--- src/hw/rtl/pdr_pkg.sv ---
// Shared types and constants for the planar dead-reckoning update block.
`default_nettype none
package pdr_pkg;

  localparam int unsigned AtanEntries = 24;
  localparam int unsigned ZW = 20;  // CORDIC angle width, Q.16 rad
  localparam int unsigned XW = 19;  // CORDIC x/y width, Q.16
  localparam logic signed [ZW-1:0] PiQ16 = 20'sd205887;
  localparam logic signed [ZW-1:0] HalfPiQ16 = 20'sd102944;
  localparam logic signed [XW-1:0] CordicGain = 19'sd39797;

  localparam logic [1:0] RegGravity = 2'd0;
  localparam logic [1:0] RegLeak = 2'd1;

  typedef struct packed {
    logic signed [15:0] roll_angle;
    logic signed [15:0] pitch_angle;
    logic signed [15:0] accel_x;
    logic signed [15:0] accel_y;
    logic [15:0] time_step;
  } in_item_t;

  typedef struct packed {
    logic signed [31:0] velocity_x;
    logic signed [31:0] velocity_y;
    logic signed [47:0] position_x;
    logic signed [47:0] position_y;
  } out_item_t;

  // datapath operations, one per controller step
  typedef enum logic [3:0] {
    OpLoad,     // latch item, fold angles, init CORDIC
    OpCordic,   // one rotation on both angles
    OpFinish,   // apply half-turn negation
    OpGravity,  // g*ax, g*ay, g*sin_p, g*cos_p
    OpLinY,     // (g*cos_p>>16)*sin_r, form lin_x
    OpVelInt,   // lin*dt
    OpVelAdd,   // v += ..., saturate
    OpLeak,     // v*leak
    OpLeakSat,  // saturate
    OpPosMul,   // v*dt
    OpPosAdd    // p += ..., saturate
  } op_e;

  typedef struct packed {
    logic en;
    op_e op;
    logic [4:0] iter;
  } dp_cmd_t;

  function automatic logic [16:0] atan_q16(input logic [4:0] i);
    logic [16:0] r;
    case (i)
      5'd0: r = 17'd51472;
      5'd1: r = 17'd30385;
      5'd2: r = 17'd16055;
      5'd3: r = 17'd8150;
      5'd4: r = 17'd4091;
      5'd5: r = 17'd2047;
      5'd6: r = 17'd1024;
      5'd7: r = 17'd512;
      5'd8: r = 17'd256;
      5'd9: r = 17'd128;
      5'd10: r = 17'd64;
      5'd11: r = 17'd32;
      5'd12: r = 17'd16;
      5'd13: r = 17'd8;
      5'd14: r = 17'd4;
      5'd15: r = 17'd2;
      5'd16: r = 17'd1;
      default: r = 17'd0;
    endcase
    return r;
  endfunction

endpackage
`default_nettype wire

--- src/hw/rtl/pdr_ctrl.sv ---
// Sequencer for the dead-reckoning update: handshakes and datapath steps.
`default_nettype none
module pdr_ctrl #(
  parameter int unsigned Iterations = 16
) (
  input  wire logic clk_i,
  input  wire logic rst_ni,
  input  wire logic in_valid_i,
  output logic in_ready_o,
  output logic out_valid_o,
  input  wire logic out_ready_i,
  output pdr_pkg::dp_cmd_t cmd_o
);

  localparam int unsigned NIter = (Iterations > pdr_pkg::AtanEntries) ?
      pdr_pkg::AtanEntries : Iterations;
  localparam logic [4:0] LastIter = 5'(NIter - 1);

  typedef enum logic [3:0] {
    StIdle, StCordic, StFinish, StGrav, StLinY, StVelInt, StVelAdd,
    StLeak, StLeakSat, StPosMul, StPosAdd, StOut
  } state_e;

  state_e state_q;
  logic [4:0] iter_q;
  logic out_valid_q;

  // an item is taken in idle when the result slot is empty or drains this cycle
  assign in_ready_o = (state_q == StIdle) && (!out_valid_q || out_ready_i);
  assign out_valid_o = out_valid_q;

  always_comb begin
    cmd_o.en = 1'b1;
    cmd_o.iter = iter_q;
    cmd_o.op = pdr_pkg::OpLoad;
    unique case (state_q)
      StIdle: begin
        cmd_o.en = in_valid_i && in_ready_o;
        cmd_o.op = pdr_pkg::OpLoad;
      end
      StCordic: cmd_o.op = pdr_pkg::OpCordic;
      StFinish: cmd_o.op = pdr_pkg::OpFinish;
      StGrav: cmd_o.op = pdr_pkg::OpGravity;
      StLinY: cmd_o.op = pdr_pkg::OpLinY;
      StVelInt: cmd_o.op = pdr_pkg::OpVelInt;
      StVelAdd: cmd_o.op = pdr_pkg::OpVelAdd;
      StLeak: cmd_o.op = pdr_pkg::OpLeak;
      StLeakSat: cmd_o.op = pdr_pkg::OpLeakSat;
      StPosMul: cmd_o.op = pdr_pkg::OpPosMul;
      StPosAdd: cmd_o.op = pdr_pkg::OpPosAdd;
      default: cmd_o.en = 1'b0;
    endcase
  end

  always_ff @(posedge clk_i or negedge rst_ni) begin
    if (!rst_ni) begin
      state_q <= StIdle;
      iter_q <= '0;
      out_valid_q <= 1'b0;
    end else begin
      if (out_valid_q && out_ready_i) out_valid_q <= 1'b0;
      unique case (state_q)
        StIdle: begin
          if (in_valid_i && in_ready_o) begin
            state_q <= StCordic;
            iter_q <= '0;
          end
        end
        StCordic: begin
          if (iter_q == LastIter) state_q <= StFinish;
          else iter_q <= iter_q + 5'd1;
        end
        StFinish: state_q <= StGrav;
        StGrav: state_q <= StLinY;
        StLinY: state_q <= StVelInt;
        StVelInt: state_q <= StVelAdd;
        StVelAdd: state_q <= StLeak;
        StLeak: state_q <= StLeakSat;
        StLeakSat: state_q <= StPosMul;
        StPosMul: state_q <= StPosAdd;
        StPosAdd: state_q <= StOut;
        StOut: begin
          // slot is free here: in_ready required it drained or empty
          out_valid_q <= 1'b1;
          state_q <= StIdle;
        end
        default: state_q <= StIdle;
      endcase
    end
  end

`ifndef SYNTH
  a_no_accept_busy: assert property (@(posedge clk_i) disable iff (!rst_ni)
      (state_q != StIdle) |-> !in_ready_o)
    else $error("input taken while busy");
  a_out_after_seq: assert property (@(posedge clk_i) disable iff (!rst_ni)
      $rose(out_valid_q) |-> $past(state_q == StOut))
    else $error("result raised outside final step");
  a_hold_result: assert property (@(posedge clk_i) disable iff (!rst_ni)
      (out_valid_q && !out_ready_i) |=> out_valid_q)
    else $error("result dropped before transfer");
`endif

endmodule
`default_nettype wire

--- config.mk ---
export PLATFORM = sky130hd
export DESIGN_NAME = pdr_ctrl
export DESIGN_NICKNAME = d
export VERILOG_FILES = /design/src/hw/rtl/pdr_pkg.sv /design/src/hw/rtl/pdr_ctrl.sv
export SDC_FILE = /design/constraint.sdc
export NUM_CORES = 1
export LEC_CHECK = 0
export BUFFER_PORTS_ARGS = -buffer_cell sky130_fd_sc_hd__buf_2
export CAP_MARGIN = 0
export CORE_MARGIN = 8
export CORE_UTILIZATION = 41
export CTS_CLUSTER_DIAMETER = 120
export DETAILED_ROUTE_END_ITERATION = 10
export GPL_ROUTABILITY_DRIVEN = 0
export SLEW_MARGIN = 20
export SYNTH_ARGS = -nofsm -noshare
export SYNTH_HDL_FRONTEND = slang
export SYNTH_SLANG_ARGS = --single-unit
export TNS_END_PERCENT = 50
--- constraint.sdc ---
create_clock -name clk_i -period 3.7 [get_ports clk_i]
set_input_delay 0.74 -clock clk_i [delete_from_list [all_inputs] [get_ports clk_i]]
set_output_delay 0.74 -clock clk_i [all_outputs]
set_load 0.005 [all_outputs]
==> metrics.txt, run 1 <==
crit-path max FO=4; hold_buf cts=0; R2R Path End=iter_q[1]; RSZ-0062 raised after global routing=false; First DRT Iteration DRCs=4; Post-Synthesis Cells=67; Peak supply drop=0.000414 V; peak per-stage delay on the critical path=170 ps; post-synthesis sequential area ratio=0.413; crit-path cells=buf_2 -> nand2b_1 -> nand2_1 -> and2_1 -> a22oi_1 -> buf_2; Worst Path Required=2960 ps; r2r setup slk=1750 ps; number of post-CTS setup repair buffers=0; DR vias/cell=5.48; cts repair resizes=0; max_cap viols=0; Min-Delay Path Class=input port to async pin; post-DP HPWL=1000 um; total global routing track utilization=0.0944; Max Fclk=445 MHz; H-tree Lvls=1; post-route insts no fill=98; worst rel slew slack=0.712; Skew-Pair Late Insertion Delay=260 ps; I/O Pins=16; fin crit share=0.608; IO Port Bufs=15; CP endpoint kind=output port; Arrival @ worst endpoint=1510 ps; Yosys cell types=28; largest net degree at the start of global routing=16; Synth Area in Simple Gates=0.254; P_int=0.367 mW; status=finished clean; Tot Pwr=0.631 mW; Sw Pwr=0.264 mW; Worst Skew=5.11 ps; largest family of logic cells by synthesized area=simple AND/OR/NAND/NOR gates; CP startpoint=out_ready_i; final layout net count=89; mux contribution to synthesized area=0; Pwr Density=883 nW/um2; Area Overhead vs Synth=18.0%; clock share of power=0.156; CP startpoint kind=input port; GRT Residual Overflow=0; vias in the first global route=472; Critical Path Most Common Cell=buf_2; post-synthesis cell area=606 um2; Setup CP Type=input port to output port; first-pass GRT wire length=2070 um; final WL=1380 um; Worst R2R Start=iter_q[0]; Syn Area/Cell=9.04 um2; clk buf depth=2; layout cells sized above 1=0.268; Slew @ Worst Pin=433 ps; Gate power share=0.451; Residual DRC=0; post-placement cell count=94; yosys warns=0; Fill cells=150; setup violators final=0; Post-Synth Adder-Cell Area=0.0413; Horiz. Die Dim=54.4 um; DR vias=537; CTS tree=done; area fraction in compound gates after synthesis=0.227; die area=2960 um2; post-synthesis xor/xnor area fraction=0.0145; Yosys reg bits=10; Fin Setup TNS=0 ps; Sink Count=10; Root Driver=clkbuf_4; Slew Viols, Final=0; Final min period=2250 ps; Initial Util=0.422; row cnt=14; cts bufs inserted=3; Die Span Y=54.4 um; drt pass-1 iters=4; Post-Syn Nets=73; Leak=0.376 nW; sw frac=0.419; Clock Pin Slew Worst Setup and Hold Paths=70 ps; reg2reg path depth=5; Routed Antenna Nets=0; Routed WL per cell=14.1 um; critical path's slowest cell=a22oi_1; initial antenna violation count=0; Antenna Diode Count=0; register share of total power=0.393; core area=1440 um2; final hold vios=0
-- logic make-up (layout without fill, tap and decap cells) --
| logic type | Yosys count | after routing |
|---|---|---|
| xor gates and xnor gates | 1 | 1 |
| adders and majority gates | 2 | 2 |
| DFF | 10 | 10 |
| AOI/OAI and AO/OA | 21 | 21 |
| buffers and inverters | 6 | 21 |
| and+or+nand+nor | 27 | 27 |
-- sequential cells by signal, indices dropped and copies added, names as in the netlist --
| register | count |
|---|---|
| out_valid_o | 1 |
| state_q | 4 |
| iter_q | 5 |
-- metrics by stage --
| step | setup WS, ps | instance area (um2) | hold WS, ps | utilization |
|---|---|---|---|---|
| 2_1_floorplan | 1690 | 606 | 444 | - |
| 3_3_place_gp | 1460 | 678 | 487 | 0.472 |
| 3_5_place_dp | 1450 | 678 | 493 | 0.472 |
| 4_1_cts | 1440 | 714 | 332 | 0.497 |
| 5_1_grt | 1400 | 714 | 333 | 0.497 |
| 6_report | 1450 | 714 | 326 | 0.497 |
-- layout make-up --
cell class,instances,area (um2),share of cell area
sequential,10,250,0.350
inverter,2,7.51,0.0105
tap,16,20.0,0.0280
clock buffer,4,36.3,0.0508
timing repair buffer,15,75.1,0.105
multi-input combinational,51,325,0.455
-- power by group through the flow --
stage | combinational (mW) | sequential [mW] | clock, mW
floorplan | 0.250 | 0.194 | 0
global placement | 0.285 | 0.247 | 0
detailed placement | 0.287 | 0.250 | 0
CTS | 0.289 | 0.246 | 0.100
global route | 0.319 | 0.262 | 0.106
finish | 0.284 | 0.248 | 0.0986
-- synthesized netlist by cell type, drive strengths merged --
master / count / area [um2]
or4b: 1 / 10.0
xor2: 1 / 8.76
nor2: 6 / 22.5
nand2b: 4 / 25.0
a221o: 1 / 10.0
o21ai: 5 / 25.0
a22o: 1 / 8.76
a21oi: 6 / 30.0
nor4: 1 / 6.26
a221oi: 1 / 8.76
clkbuf: 3 / 11.3
nor3: 3 / 15.0
and2: 2 / 12.5
o21a: 1 / 7.51
a31o: 1 / 8.76
or3: 2 / 17.5
buf: 1 / 11.3
dfrtp: 10 / 250
o32ai: 1 / 8.76
a21o: 3 / 22.5
and3: 2 / 12.5
ha: 2 / 25.0
nand2: 3 / 11.3
or3b: 1 / 8.76
inv: 2 / 7.51
nor2b: 2 / 12.5
a22oi: 1 / 7.51
-- routing by layer --
metal / wire length, um / vias to the layer above / global-route usage
met4: 29 / 0 / 0.0738
met5: 0 / - / 0
met2: 562 / 16 / 0.134
met1: 708 / 245 / 0.123
li1: - / 272 / -
met3: 78 / 4 / 0.0163
-- worst max-delay path, delay by kind of cell --
kind            cells  cell delay [ps]
simple gates        3              380
buf+inv             2              210
compound gates      1              170
-- how the worst max path moves through the flow --
stage	end	slack (ps)	depth (start not counted)
after floorplan	cmd_o[9]	1690	4
after global placement	cmd_o[9]	1460	6
after detailed placement	cmd_o[9]	1450	6
after CTS	cmd_o[9]	1440	6
after global routing	cmd_o[9]	1400	6
final	cmd_o[9]	1450	6
-- layout by cell type (no fill, tap or decap), types with 2 or more instances in the layout --
cell type,n
a21o_1,3
a21oi_1,6
and2_1,2
and3_1,2
buf_2,15
clkbuf_4,3
dfrtp_1,10
ha_1,2
inv_1,2
nand2_1,3
nand2b_1,4
nor2_1,6
nor2b_1,2
nor3_1,3
o21ai_0,5
No activity file was read; power rests on OpenSTA's default activity.
==> inputs of run 2 (changes only) <==
Settings changed: PLACE_DENSITY from default to 0.67.
Clock period 3.7 ns to 1.85 ns, I/O delays scaled along.
==> run 2 against run 1 <==
  * Clock skew up 1.9 ps
  * Highest routed layer is now met3
  * Core utilization up 4.3 points
  * Register-to-register slack worse by 1700 ps
  * Total power up 110%
  * Setup slack worse by 1400 ps
==> metrics.txt, run 2 (synthesis results as in run 1) <==
status=finished clean (unchanged); Leak=0.405 nW (was 0.376 nW); Residual DRC=0 (unchanged); first-pass GRT wire length=2470 um (was 2070 um); Routed WL per cell=13.8 um (was 14.1 um); initial antenna violation count=0 (unchanged); peak per-stage delay on the critical path=400 ps (was 170 ps); clk buf depth=2 (unchanged); Routed Antenna Nets=0 (unchanged); post-route insts no fill=105 (was 98); final WL=1450 um (was 1380 um); CP endpoint kind=register (was output port); most common cell after layout, fill and taps aside=buf_2 (unchanged); Crit path max-delay family=compound AO/OA/AOI/OAI gates (was simple AND/OR/NAND/NOR gates); max FFs per register=5 (unchanged); Min-Delay Path Class=input port to async pin (unchanged); Area Overhead vs Synth=28.1% (was 18.0%); Sink Count=10 (unchanged); Most flops, register=iter_q (unchanged); Setup CP Type=register to register (was input port to output port); Slew @ Worst Pin=294 ps (was 433 ps); largest net degree at the start of global routing=13 (was 16); Initial Util=0.422 (unchanged); post-placement cell count=100 (was 94); total global routing track utilization=0.113 (was 0.0944); setup violators final=0 (unchanged); First DRT Iteration DRCs=16 (was 4); sw frac=0.404 (was 0.419); row cnt=14 (unchanged); critical path's slowest cell=a221o_1 (was a22oi_1); DR vias=568 (was 537); Root Driver=clkbuf_4 (unchanged); Arrival @ worst endpoint=1910 ps (was 1510 ps); die area=2960 um2 (unchanged); Worst Skew=7.03 ps (was 5.11 ps); Die Span Y=54.4 um (unchanged); WP buf/inv=0 (was 2); Peak supply drop=0.000816 V (was 0.000414 V); vias in the first global route=595 (was 472); Fin Setup TNS=0 ps (unchanged); Horiz. Die Dim=54.4 um (unchanged); GRT Residual Overflow=0 (unchanged); Antenna Diode Count=0 (unchanged); H-tree Lvls=1 (unchanged); drt pass-1 iters=4 (unchanged); crit-path max FO=6 (was 4); Worst Path Required=2000 ps (was 2960 ps); crit-path cells=ha_1 -> and3_1 -> ha_2 -> a221o_1 -> a22o_1 (was buf_2 -> nand2b_1 -> nand2_1 -> and2_1 -> a22oi_1 -> buf_2); CP startpoint kind=register (was input port); I/O Pins=16 (unchanged); fin crit share=0.950; Skew-Pair Late Insertion Delay=270 ps (was 260 ps); Clock Pin Slew Worst Setup and Hold Paths=70 ps (about the same); Gate power share=0.495 (was 0.451); IO Port Bufs=15 (unchanged); DR vias/cell=5.41 (was 5.48); CTS tree=done (unchanged); final hold vios=0 (unchanged); Fill cells=142 (was 150); max_cap viols=0 (unchanged); cts bufs inserted=3 (unchanged); Sw Pwr=0.539 mW (was 0.264 mW); clock share of power=0.150 (was 0.156); post-DP HPWL=1100 um (was 1000 um); Slew Viols, Final=0 (unchanged); worst rel slew slack=0.804 (was 0.712); most frequent cells in the layout=15 x buf_2, 7 x dfrtp_1, 6 x nor2_1, 6 x a21oi_1, 6 x buf_4 (was 15 x buf_2, 10 x dfrtp_1, 6 x nor2_1, 6 x a21oi_1, 5 x o21ai_0); layout cells sized above 1=0.360 (was 0.268); number of post-CTS setup repair buffers=0 (unchanged); RSZ-0062 raised after global routing=false (unchanged); Pwr Density=1720 nW/um2 (was 883 nW/um2); Max Fclk=569 MHz; register share of total power=0.355 (was 0.393); core area=1440 um2 (unchanged); final layout net count=96 (was 89); P_int=0.794 mW (was 0.367 mW); Final min period=1760 ps
run 2: path summary, 6_finish.rpt:
path / to / slack (ps) / depth (start not counted) / start
min in group clk_i: iter_q[0] / 480 / 4 / in_valid_i
max in group asynchronous: state_q[2] / 1150 / 2 / rst_ni
setup reg to reg: iter_q[1] / 90 / 5 / iter_q[0]
hold / removal: state_q[3] / 480 / 2 / rst_ni
hold reg to reg: iter_q[4] / 510 / 1 / iter_q[4]
setup / recovery: iter_q[1] / 90 / 5 / iter_q[0]
run 2: what timing repair did:
action | 4_1_cts | 5_1_grt
gates resized for setup | 0 | 4
hold endpoints to repair | 10 | 0
setup endpoints to repair | 0 | 3
hold buffers | 1 | 0
run 2: per-stage QoR:
| stage | cell area (um2) | total power, mW | util | worst slack [ps] | hold slack (ps) |
|---|---|---|---|---|---|
| 5_1_grt | 776 | 1.47 | 0.540 | 6.86 | 500 |
| 6_report | 776 | 1.33 | 0.540 | 91.6 | 482 |
| 3_5_place_dp | 723 | 1.13 | 0.503 | 42.6 | 247 |
| 3_3_place_gp | 723 | 1.12 | 0.503 | 104 | 245 |
| 4_1_cts | 769 | 1.34 | 0.536 | 30.4 | 480 |
| 2_1_floorplan | 606 | 0.888 | - | 67.1 | 74.4 |
run 2: power by group through the flow:
stage | logic [mW] | clock network, mW | registers (mW)
CTS | 0.671 | 0.208 | 0.463
global route | 0.753 | 0.221 | 0.494
global placement | 0.650 | 0 | 0.465
finish | 0.660 | 0.200 | 0.473
floorplan | 0.500 | 0 | 0.388
detailed placement | 0.664 | 0 | 0.465
run 2: final cells by class:
type | instances | area, um2 | area share
inverter | 2 | 7.51 | 0.00968
tap | 16 | 20.0 | 0.0258
clock buffer | 4 | 36.3 | 0.0468
multi-input combinational | 51 | 328 | 0.423
sequential | 10 | 254 | 0.327
timing repair buffer | 22 | 130 | 0.168
run 2: layer usage:
metal	vias up	GRT usage	part of all wire
met5	-	0	0
met4	0	0.0451	0
met3	0	0.0380	0.070
met2	17	0.185	0.49
met1	267	0.133	0.44
li1	284	-	-
